$ cat src/rtl/tpst_pkg.sv
// shared types, codes and helpers for the three-phase swing trajectory block
// no dependencies; used by every file in rtl/
package tpst_pkg;

  localparam int PosW  = 32;
  localparam int TickW = 16;
  localparam int DvdW  = 34;
  localparam int DsrW  = 32;

  // configuration register indexes
  localparam logic [1:0] CFG_SPEED    = 2'd0;
  localparam logic [1:0] CFG_LIFT     = 2'd1;
  localparam logic [1:0] CFG_MIN_TICK = 2'd2;
  localparam logic [1:0] CFG_MAX_TICK = 2'd3;

  localparam logic OP_TICK  = 1'b0;
  localparam logic OP_START = 1'b1;

  typedef enum logic [1:0] {
    PH_IDLE    = 2'd0,
    PH_LIFT    = 2'd1,
    PH_ADVANCE = 2'd2,
    PH_LOWER   = 2'd3
  } phase_t;

  typedef enum logic [3:0] {
    ST_IDLE,
    ST_TICK,
    ST_DIST,
    ST_DIVN,
    ST_DIVN_WAIT,
    ST_CLAMP,
    ST_DIVV,
    ST_DIVV_WAIT,
    ST_MUL,
    ST_SUM,
    ST_OUT
  } state_t;

  typedef struct packed {
    logic                   op;
    logic signed [PosW-1:0] start_x;
    logic signed [PosW-1:0] start_y;
    logic signed [PosW-1:0] start_z;
    logic signed [PosW-1:0] goal_x;
    logic signed [PosW-1:0] goal_y;
    logic signed [PosW-1:0] goal_z;
  } in_t;

  typedef struct packed {
    logic signed [PosW-1:0] pos_x;
    logic signed [PosW-1:0] pos_y;
    logic signed [PosW-1:0] pos_z;
    logic                   finished;
    logic [1:0]             phase;
  } out_t;

  // saturate a wide signed value to the position range
  function automatic logic signed [PosW-1:0] sat_pos(input logic signed [49:0] v);
    logic signed [49:0] hi;
    logic signed [49:0] lo;
    hi = 50'sh7FFFFFFF;
    lo = -hi - 50'sd1;
    if (v > hi) begin
      sat_pos = 32'sh7FFFFFFF;
    end else if (v < lo) begin
      sat_pos = 32'sh80000000;
    end else begin
      sat_pos = v[PosW-1:0];
    end
  endfunction

endpackage

$ cat src/rtl/tpst_div.sv
// shared restoring divider, one quotient bit per cycle
// depends on tpst_pkg for operand widths
module tpst_div (
  input  logic                           clk,
  input  logic                           rst,
  input  logic                           start,
  input  logic [tpst_pkg::DvdW-1:0]      dividend,
  input  logic [tpst_pkg::DsrW-1:0]      divisor,
  output logic                           done,
  output logic [tpst_pkg::DvdW-1:0]      quotient
);

  logic [tpst_pkg::DsrW-1:0] rem;
  logic [tpst_pkg::DsrW-1:0] dsr;
  logic [5:0]                cnt;
  logic                      busy;
  logic [tpst_pkg::DsrW:0]   trial;
  logic                      ge;

  // trial subtract of the shifted remainder
  always_comb begin
    trial = {rem, quotient[tpst_pkg::DvdW-1]};
    ge    = trial >= {1'b0, dsr};
  end

  // control: busy flag, step count, done pulse
  always_ff @(posedge clk) begin
    if (rst) begin
      busy <= 1'b0;
      done <= 1'b0;
      cnt  <= '0;
    end else begin
      done <= 1'b0;
      if (start) begin
        busy <= 1'b1;
        cnt  <= '0;
      end else if (busy) begin
        cnt <= cnt + 6'd1;
        if (cnt == 6'(tpst_pkg::DvdW - 1)) begin
          busy <= 1'b0;
          done <= 1'b1;
        end
      end
    end
  end

  // datapath: remainder and quotient shift
  always_ff @(posedge clk) begin
    if (start) begin
      rem      <= '0;
      dsr      <= divisor;
      quotient <= dividend;
    end else if (busy) begin
      rem      <= ge ? tpst_pkg::DsrW'(trial - {1'b0, dsr}) : trial[tpst_pkg::DsrW-1:0];
      quotient <= {quotient[tpst_pkg::DvdW-2:0], ge};
    end
  end

endmodule

$ cat src/rtl/three_phase_swing_trajectory.sv
// top level of the three-phase swing trajectory generator: sequencer and datapath
// depends on tpst_pkg and tpst_div
//
//   channel  | signals                          | transaction
//   ---------+----------------------------------+----------------------------
//   input    | in_valid, in_stall, in_data      | start or tick item
//   output   | out_valid, out_stall, out_data   | position, finished, phase
//   config   | cfg_wr_en, cfg_index, cfg_data   | register write, no reply
//
// idle tick: straight to the output; normal tick: one multiply then add per axis
// start or segment change: paced by the shared divider, which runs for the tick
// count and for each of the three axis velocities
// reset is synchronous and returns the swing to idle with zeroed points
// input stalls while an item is in work, also while its result waits behind a held output
module three_phase_swing_trajectory (
  input  logic               clk,
  input  logic               rst,
  input  logic               in_valid,
  output logic               in_stall,
  input  tpst_pkg::in_t      in_data,
  output logic               out_valid,
  input  logic               out_stall,
  output tpst_pkg::out_t     out_data,
  input  logic               cfg_wr_en,
  input  logic [1:0]         cfg_index,
  input  logic [31:0]        cfg_data
);

  tpst_pkg::state_t state, state_next;
  tpst_pkg::phase_t phase;

  logic [31:0] speed;
  logic [30:0] lift;
  logic [15:0] min_t;
  logic [15:0] max_t;

  logic [tpst_pkg::TickW-1:0] elapsed;
  logic [tpst_pkg::TickW-1:0] seg_ticks;
  logic signed [31:0] origin   [3];
  logic signed [31:0] seg_end  [3];
  logic signed [32:0] vel      [3];
  logic signed [31:0] touch    [3];
  logic signed [31:0] res_pos  [3];
  logic               res_fin;
  logic [1:0]         ax;
  logic [33:0]        manhattan;
  logic signed [49:0] prod;

  logic               in_acc;
  logic               div_start;
  logic               div_done;
  logic [33:0]        div_dvd;
  logic [31:0]        div_dsr;
  logic [33:0]        div_quo;
  logic signed [32:0] dlt;
  logic [31:0]        mag;
  logic [33:0]        n_lo;
  logic [15:0]        n_clamp;
  logic [31:0]        speed_eff;
  logic [32:0]        q_vel;
  logic               out_load;

  assign in_acc = in_valid && !in_stall;

  // per-axis delta and magnitude for the current axis
  always_comb begin
    dlt       = {seg_end[ax][31], seg_end[ax]} - {origin[ax][31], origin[ax]};
    mag       = dlt[32] ? 32'(-dlt) : dlt[31:0];
    speed_eff = (speed == 32'd0) ? 32'd1 : speed;
    q_vel     = div_quo[32:0];
    n_lo      = (div_quo < {18'd0, min_t}) ? {18'd0, min_t} : div_quo;
    n_clamp   = (n_lo > {18'd0, max_t}) ? max_t : n_lo[15:0];
  end

  // divider operands: distance over speed, or axis delta over tick count
  always_comb begin
    if (state == tpst_pkg::ST_DIVN) begin
      div_dvd = manhattan;
      div_dsr = speed_eff;
    end else begin
      div_dvd = {2'd0, mag};
      div_dsr = {16'd0, seg_ticks};
    end
  end

  tpst_div u_div (
    .clk      (clk),
    .rst      (rst),
    .start    (div_start),
    .dividend (div_dvd),
    .divisor  (div_dsr),
    .done     (div_done),
    .quotient (div_quo)
  );

  // next state
  always_comb begin
    state_next = state;
    unique case (state)
      tpst_pkg::ST_IDLE: begin
        if (in_acc) begin
          if (in_data.op == tpst_pkg::OP_START) begin
            state_next = tpst_pkg::ST_DIST;
          end else if (phase == tpst_pkg::PH_IDLE) begin
            state_next = tpst_pkg::ST_OUT;
          end else begin
            state_next = tpst_pkg::ST_TICK;
          end
        end
      end
      tpst_pkg::ST_TICK: begin
        if (elapsed >= seg_ticks) begin
          state_next = (phase == tpst_pkg::PH_LOWER) ? tpst_pkg::ST_OUT : tpst_pkg::ST_DIST;
        end else begin
          state_next = tpst_pkg::ST_MUL;
        end
      end
      tpst_pkg::ST_DIST: begin
        if (ax == 2'd2) state_next = tpst_pkg::ST_DIVN;
      end
      tpst_pkg::ST_DIVN:      state_next = tpst_pkg::ST_DIVN_WAIT;
      tpst_pkg::ST_DIVN_WAIT: begin
        if (div_done) state_next = tpst_pkg::ST_CLAMP;
      end
      tpst_pkg::ST_CLAMP:     state_next = tpst_pkg::ST_DIVV;
      tpst_pkg::ST_DIVV: begin
        if (seg_ticks != '0) begin
          state_next = tpst_pkg::ST_DIVV_WAIT;
        end else if (ax == 2'd2) begin
          state_next = tpst_pkg::ST_OUT;
        end
      end
      tpst_pkg::ST_DIVV_WAIT: begin
        if (div_done) state_next = (ax == 2'd2) ? tpst_pkg::ST_OUT : tpst_pkg::ST_DIVV;
      end
      tpst_pkg::ST_MUL:       state_next = tpst_pkg::ST_SUM;
      tpst_pkg::ST_SUM: begin
        state_next = (ax == 2'd2) ? tpst_pkg::ST_OUT : tpst_pkg::ST_MUL;
      end
      tpst_pkg::ST_OUT: begin
        if (out_load) state_next = tpst_pkg::ST_IDLE;
      end
      default: state_next = tpst_pkg::ST_IDLE;
    endcase
  end

  // control outputs
  always_comb begin
    in_stall  = (state != tpst_pkg::ST_IDLE);
    div_start = (state == tpst_pkg::ST_DIVN) ||
                ((state == tpst_pkg::ST_DIVV) && (seg_ticks != '0));
    out_load  = (state == tpst_pkg::ST_OUT) && (!out_valid || !out_stall);
  end

  always_ff @(posedge clk) begin
    if (rst) begin
      state <= tpst_pkg::ST_IDLE;
    end else begin
      state <= state_next;
    end
  end

  // configuration registers
  always_ff @(posedge clk) begin
    if (rst) begin
      speed <= 32'd6554;
      lift  <= 31'd3277;
      min_t <= 16'd150;
      max_t <= 16'd2000;
    end else if (cfg_wr_en) begin
      unique case (cfg_index)
        tpst_pkg::CFG_SPEED:    speed <= cfg_data;
        tpst_pkg::CFG_LIFT:     lift  <= cfg_data[30:0];
        tpst_pkg::CFG_MIN_TICK: min_t <= cfg_data[15:0];
        tpst_pkg::CFG_MAX_TICK: max_t <= cfg_data[15:0];
        default: ;
      endcase
    end
  end

  // swing state and datapath
  always_ff @(posedge clk) begin
    if (rst) begin
      phase     <= tpst_pkg::PH_IDLE;
      elapsed   <= '0;
      seg_ticks <= '0;
      ax        <= '0;
      for (int i = 0; i < 3; i++) begin
        origin[i]  <= '0;
        seg_end[i] <= '0;
        vel[i]     <= '0;
        touch[i]   <= '0;
      end
    end else begin
      unique case (state)
        tpst_pkg::ST_IDLE: begin
          ax        <= '0;
          manhattan <= '0;
          if (in_acc) begin
            res_fin <= (in_data.op == tpst_pkg::OP_TICK) && (phase == tpst_pkg::PH_IDLE);
            if (in_data.op == tpst_pkg::OP_START) begin
              origin[0]  <= in_data.start_x;
              origin[1]  <= in_data.start_y;
              origin[2]  <= in_data.start_z;
              seg_end[0] <= in_data.start_x;
              seg_end[1] <= in_data.start_y;
              seg_end[2] <= tpst_pkg::sat_pos(50'(in_data.start_z) + 50'($signed({1'b0, lift})));
              touch[0]   <= in_data.goal_x;
              touch[1]   <= in_data.goal_y;
              touch[2]   <= in_data.goal_z;
              res_pos[0] <= in_data.start_x;
              res_pos[1] <= in_data.start_y;
              res_pos[2] <= in_data.start_z;
              phase      <= tpst_pkg::PH_LIFT;
            end else if (phase == tpst_pkg::PH_IDLE) begin
              for (int i = 0; i < 3; i++) res_pos[i] <= touch[i];
            end else if (elapsed != '1) begin
              elapsed <= elapsed + 1'b1;
            end
          end
        end
        tpst_pkg::ST_TICK: begin
          // segment completion plans the next one or ends the swing
          if (elapsed >= seg_ticks) begin
            for (int i = 0; i < 3; i++) begin
              res_pos[i] <= seg_end[i];
              origin[i]  <= seg_end[i];
            end
            seg_end[0] <= touch[0];
            seg_end[1] <= touch[1];
            // advance segment keeps the foot lifted over the touchdown point
            seg_end[2] <= (phase == tpst_pkg::PH_LIFT) ?
                          tpst_pkg::sat_pos(50'(touch[2]) + 50'($signed({1'b0, lift}))) :
                          touch[2];
            if (phase == tpst_pkg::PH_LIFT) begin
              phase <= tpst_pkg::PH_ADVANCE;
            end else if (phase == tpst_pkg::PH_ADVANCE) begin
              phase <= tpst_pkg::PH_LOWER;
            end else begin
              phase   <= tpst_pkg::PH_IDLE;
              res_fin <= 1'b1;
            end
          end
        end
        tpst_pkg::ST_DIST: begin
          manhattan <= manhattan + {2'd0, mag};
          ax        <= (ax == 2'd2) ? 2'd0 : ax + 2'd1;
        end
        tpst_pkg::ST_CLAMP: begin
          seg_ticks <= n_clamp;
          elapsed   <= '0;
        end
        tpst_pkg::ST_DIVV: begin
          if (seg_ticks == '0) begin
            vel[ax] <= '0;
            ax      <= ax + 2'd1;
          end
        end
        tpst_pkg::ST_DIVV_WAIT: begin
          if (div_done) begin
            vel[ax] <= dlt[32] ? -$signed(q_vel) : $signed(q_vel);
            ax      <= ax + 2'd1;
          end
        end
        tpst_pkg::ST_MUL: begin
          prod <= vel[ax] * $signed({1'b0, elapsed});
        end
        tpst_pkg::ST_SUM: begin
          res_pos[ax] <= tpst_pkg::sat_pos(50'(origin[ax]) + prod);
          ax          <= ax + 2'd1;
        end
        default: ;
      endcase
    end
  end

  // output register
  always_ff @(posedge clk) begin
    if (rst) begin
      out_valid <= 1'b0;
    end else if (out_load) begin
      out_valid <= 1'b1;
    end else if (!out_stall) begin
      out_valid <= 1'b0;
    end
  end

  always_ff @(posedge clk) begin
    if (out_load) begin
      out_data.pos_x    <= res_pos[0];
      out_data.pos_y    <= res_pos[1];
      out_data.pos_z    <= res_pos[2];
      out_data.finished <= res_fin;
      out_data.phase    <= phase;
    end
  end

endmodule
$ cat config.mk
export PLATFORM = sky130hd
export DESIGN_NAME = three_phase_swing_trajectory
export DESIGN_NICKNAME = d
export VERILOG_FILES = /design/src/rtl/tpst_pkg.sv /design/src/rtl/tpst_div.sv /design/src/rtl/three_phase_swing_trajectory.sv
export SDC_FILE = /design/constraint.sdc
export NUM_CORES = 2
export LEC_CHECK = 0
export BUFFER_PORTS_ARGS = -buffer_cell sky130_fd_sc_hd__buf_4
export CAP_MARGIN = 20
export CORE_MARGIN = 8
export CORE_UTILIZATION = 50
export CTS_CLUSTER_DIAMETER = 150
export DETAILED_ROUTE_END_ITERATION = 6
export GPL_TIMING_DRIVEN = 0
export MAX_ROUTING_LAYER = met4
export PLACE_DENSITY = 0.8
export SYNTH_ARGS = -nofsm -noshare
export SYNTH_HDL_FRONTEND = slang
export SYNTH_SLANG_ARGS = --single-unit
$ cat constraint.sdc
create_clock -name clk -period 10.3 [get_ports clk]
set_input_delay 2.06 -clock clk [delete_from_list [all_inputs] [get_ports clk]]
set_output_delay 2.06 -clock clk [all_outputs]
set_load 0.02 [all_outputs]
* After elaboration in Yosys (flattened, before gate mapping)
Memories as Yosys holds them, arrays and structs flattened. A register that Yosys moved wholly into a read port is not among the register bits.
Index checks and enable logic that the tools add are counted.
Widths: inputs -> output; s select.
** Cells by class
- $lt $le $gt $ge :: 10
- Mux-type cells :: 129
- Add/sub/neg operators :: 11
- Reductions and logical operators :: 37
- Eq/ne operators :: 34
- $mul :: 1
- Bitwise operators :: 26
- Div/mod/pow operators :: 0
- Shifts and indexed selects :: 0
** Operator list (count)
- $mux 32 :: 40
- $mux 34 :: 4
- $mux 16 :: 7
- $mux 33 :: 3
- $pmux 34 s2 :: 1
- $add 32x32->33 :: 2
- $gt 33x32->1 const B :: 2
- $lt 33x32->1 const B :: 2
- $add 32x50->50 :: 1
- $gt 50x32->1 const B :: 1
- $lt 50x32->1 const B :: 1
- $mul 33x17->50 :: 1
- $mux 4 :: 12
- $pmux 4 s11 :: 1
- $mux 1 :: 40
- $add 34x32->34 :: 1
- $gt 34x16->1 :: 1
- $lt 34x16->1 :: 1
- $mux 2 :: 17
- $ge 33x32->1 :: 1
- $neg 33->33 :: 1
- $reduce_or 33->1 :: 1
- $sub 32x32->33 :: 1
- $logic_not 32->1 :: 1
- 41 further kinds :: 105
** Word-level totals
- Output and inout bits :: 101
- Memories :: 5
- Input port bits :: 232
- Bits in read-only memories :: 0
- Bits in writable memories :: 483
- Bits in latches :: 0
- Flip-flop bits (word level) :: 330
** Memory list
- vel :: words 3, bits a word 33, rd ports 1, clocked after memory_dff 1, wr ports 3, line three_phase_swing_trajectory.sv:41 : logic signed [32:0] vel [3];
- origin :: words 3, bits a word 32, rd ports 1, clocked after memory_dff 1, wr ports 3, line three_phase_swing_trajectory.sv:39 : logic signed [31:0] origin [3];
- res_pos :: words 3, bits a word 32, rd ports 3, clocked after memory_dff 3, wr ports 3, line three_phase_swing_trajectory.sv:43 : logic signed [31:0] res_pos [3];
- seg_end :: words 3, bits a word 32, rd ports 4, clocked after memory_dff 1, wr ports 3, line three_phase_swing_trajectory.sv:40 : logic signed [31:0] seg_end [3];
- touch :: words 3, bits a word 32, rd ports 3, clocked after memory_dff 0, wr ports 3, line three_phase_swing_trajectory.sv:42 : logic signed [31:0] touch [3];

* Depth between registers and ports, before layout
- Word-level depth :: 10
- Gate-level depth with buffers :: 35
- Depth with buffers taken out :: 29

* Hierarchy
Synthesis repeated with hierarchy kept, for this count alone.
** Second synthesis, totals
- Cells, all modules :: 7735
- Area total of the unflattened synthesis :: 74151.1 µm²
** By module, submodules not included
- three_phase_swing_trajectory :: area each 68077.8 µm², cells an instance 7120, instances 1
- tpst_div :: area each 6073.3 µm², cells an instance 615, instances 1

* Least setup slack after synthesis
No wires, ideal clock.
- Kind :: in2reg
- Start point :: in rst
- End point :: mem origin[0][0] (enable)
- Stages on the path :: 3
- Buffers on the path :: 1
- Data arrival time :: 9.403 ns
- Library setup time :: 0.581 ns
- Required time :: 9.719 ns
- Setup slack :: 0.316 ns
- Cell sequence :: clkbuf_1 nand2b_1 nand2b_1
** RTL lines
- from (decl) :: line three_phase_swing_trajectory.sv:17 : input logic rst,
- to (decl) :: line three_phase_swing_trajectory.sv:39

==> key figures <==
Floorplan
  – Die Y: 397 µm
  – DIE WIDTH: 397 µm
  – Die area: 157,000 µm²
  – Row count: 139
  – Core Box Area: 144,000 µm²
  – Initial core utilization: 50.4%
  – Num ports: 333

Critical path
  – CP arrival: 10,470 ps
  – CP Max Fanout: 10
  – Critical Path Slowest Stage Cell: a2111oi_0
  – R2R Setup Slk: 310 ps
  – CP max stage delay: 620 ps
  – WP data required: 10,780 ps
  – RR Endpoint: manhattan[18]
  – CP Buf/Inv Count: 8
  – Worst setup EP type: flip-flop
  – Crit start category: flip-flop
  – Cell depth of the worst flop-to-flop path: 35
  – Critical path class: reg -> reg
  – Crit path max-delay family: compound AO/OA/AOI/OAI gates

STA
  – F_max: 100 MHz
  – Final slew viol count: 0
  – Min Tclk post-route: 9990 ps
  – Setup ws final: 311 ps
  – Slew @ Worst Pin: 1340 ps
  – Fin crit share: 97.0%
  – Layout Skew: 61.6 ps
  – Setup TNS: 0 ps
  – Hold Vio Cnt, Final: 0
  – Slew HR: 9.71%
  – Final setup fails: 0
  – RSZ-0062 raised after global routing: false

Routing
  – Routed wire length: 266,000 µm
  – DRT Pass-1 Iters: 6
  – Remaining DRCs: 0
  – Vias per std cell: 6.12
  – Avg WL per Cell: 27.0 µm
  – Via count: 60,353
  – DRT iter0 DRCs: 7,540
  – ANT nets after route: 0

Synthesis
  – Post-Syn Area: 72,500 µm²
  – Distinct cells, synth: 91
  – Syn Area/Cell: 9.84 µm²
  – Yosys warns: 0
  – Post-synth top area share: 31.7%
  – Synthesized instance count: 7,369
  – Fraction of registers with async set/reset: 0%
  – Top post-synthesis cells by area: edfxtp_1 32%, fa_1 14%, ha_1 6.7%, dfxtp_1 4.9%, nand2_1 4.9%
  – Sequential area share after synthesis: 36.6%
  – Yosys top cell by area: edfxtp_1
  – Number of flops mapped to enable cells by yosys: 766
  – Ys flop type: edfxtp_1
  – #FFs+latches synth: 944
  – Synthesized Nets: 8,498

Finish
  – Layout cells sized above 1: 8.37%
  – Net count, final: 8,973
  – Commonest cells after routing, fill and taps aside: 944 x nand2_1, 787 x inv_1, 766 x edfxtp_1
  – Leading cell type in the layout, fill and taps excluded: nand2_1
  – Filler cell count: 12,341
  – Syn-to-layout area delta: 12.7%

Clock tree
  – H-tree Lvls: 3
  – CTS max path bufs: 3
  – Worst skew pair latency: 760 ps
  – # Post-CTS Setup Buffers: 0
  – # clock sinks: 944
  – CTS Hold Buffers Added: 0
  – Clock slew at reported path FFs: 60 ps
  – Root Driver: clkbuf_16
  – TritonCTS clock tree: done
  – Cts bufs inserted: 103

Outcome
  – Status: completed

Global route
  – Total track usage: 33.6%
  – Vias in the first global route: 59,740
  – Remaining Overflow, GRT: 0
  – First-pass GRT wire length: 386,000 µm
  – Initial antenna violation count: 36
  – Largest net degree at the start of global routing: 73

Placed design
  – HPWL Detailed: 215,000 µm
  – GP Congestion: 1.06
  – Pre-CTS worst setup slack: -728 ps
  – # port buffers: 331

Worst hold path
  – Worst hold path depth: 0
  – Hold Path Origin: res_pos[0][4]
  – Hold WC Path Type: reg -> reg
  – Worst Hold Endpoint: out_data[71]

Flow run
  – Max_cap viols: 0

Power and ir drop
  – Maximum vdd ir drop: 0.000352 V
  – Leakage: 35.2 nW
  – PwrDens: 272 nW/µm²
-- where the power goes --
group | internal, mW | switching [mW]
Sequential | 4.99 | 0.417
Clock | 2.36 | 1.69
Combinational | 4.52 | 8.20
-- cell usage after synthesis (all sizes together) (21+ instances only) --
cell type,number
a22oi,23
o211ai,48
nand4,67
nor2,389
o21a,65
ha,388
nor3,64
o21bai,37
nor2b,31
xnor2,180
a211oi,51
nand2b,35
and2,395
xor2,117
mux2i,171
a21o,151
o22ai,116
buf,46
a31oi,53
o221ai,35
a211o,21
nand3b,30
o21ai,337
and3,48
clkbuf,358
fa,509
nand3,81
nor4,26
a22o,172
inv,789
o31ai,34
edfxtp,766
nand2,945
a21oi,367
mux4,33
dfxtp,178
-- final cells by class --
| type | instances | area, µm² | share of cell area, % |
|---|---|---|---|
| clock inverter | 76 | 1010 | 1.23 |
| clock buffer | 118 | 2670 | 3.26 |
| buffer | 403 | 1560 | 1.91 |
| antenna | 29 | 72.6 | 0.0889 |
| multi-input combinational | 5231 | 41500 | 50.8 |
| tap | 1903 | 2380 | 2.92 |
| sequential | 944 | 26600 | 32.5 |
| inverter | 790 | 2970 | 3.63 |
| timing repair buffer | 371 | 2950 | 3.61 |
-- worst max path at each step --
stage / cells past startpoint / slack (ps) / end
2_1_floorplan: 3 / 320 / origin[0][0]
3_3_place_gp: 4 / -3640 / seg_end[2][9]
3_5_place_dp: 34 / -730 / manhattan[18]
4_1_cts: 34 / 9 / manhattan[29]
5_1_grt: 28 / 30 / prod[48]
6_report: 35 / 310 / manhattan[18]
-- per-layer routing --
metal | share of wire (%) | track usage (%) | wire length (µm)
met1 | 39 | 41.3 | 103000
met2 | 46 | 52.1 | 122000
met3 | 11 | 9.66 | 28100
met4 | 5.0 | 14.3 | 13300
met5 | 0 | - | 0
-- what timing repair did --
action / 4_1_cts / 5_1_grt
endpoints found under the hold margin: 0 / 0
setup endpoints to repair: 15 / 14
gates resized for setup: 6 / 25
pin swaps: 0 / 0
gates cloned: 0 / 0
-- worst register-to-register path, delay by kind of cell (launching register included) --
family	cells	cell delay (ps)
adder cells (fa/ha/maj)	3	1030
buffers and inverters	8	2430
flip-flops	1	540
AO/OA/AOI/OAI	17	4560
AND/OR/NAND/NOR	5	780
XOR/XNOR	2	400
-- metrics by stage --
step	cell area, µm²	utilization (%)	hold slack (ps)	std cells	total power [mW]
after detailed placement	77800	54.1	405	9630	17.7
after global routing	81700	56.8	398	9864	23.3
final	81700	56.8	404	9865	22.2
after CTS	81500	56.6	385	9823	21.8
after floorplan	72500	-	400	7369	14.0
after global placement	77400	53.8	400	9603	17.6
-- state kept, by name, summed over array words and instances, names as in the netlist, 32 cells and up, named ones only --
register and flops:
u_div.dsr 32, prod 50, speed 32, touch 96
res_pos 96, seg_end 96, vel 132, out_data 99
u_div.rem 32, manhattan 34, origin 96, u_div.quotient 34
-- cells by family (layout without fill, tap and decap cells) --
kind of cell | Yosys count | count (layout) | synth area share, %
AO/OA/AOI/OAI | 1639 | 1639 | 15.0
XOR/XNOR | 297 | 297 | 3.59
AND/OR/NAND/NOR | 2190 | 2190 | 14.3
flip-flops | 944 | 944 | 36.6
other | 0 | 29 | 0
multiplexers | 208 | 208 | 3.45
adder cells (fa/ha/maj) | 897 | 897 | 20.8
buffers and inverters | 1194 | 1758 | 6.21
No activity file was read; power rests on OpenSTA's default activity.
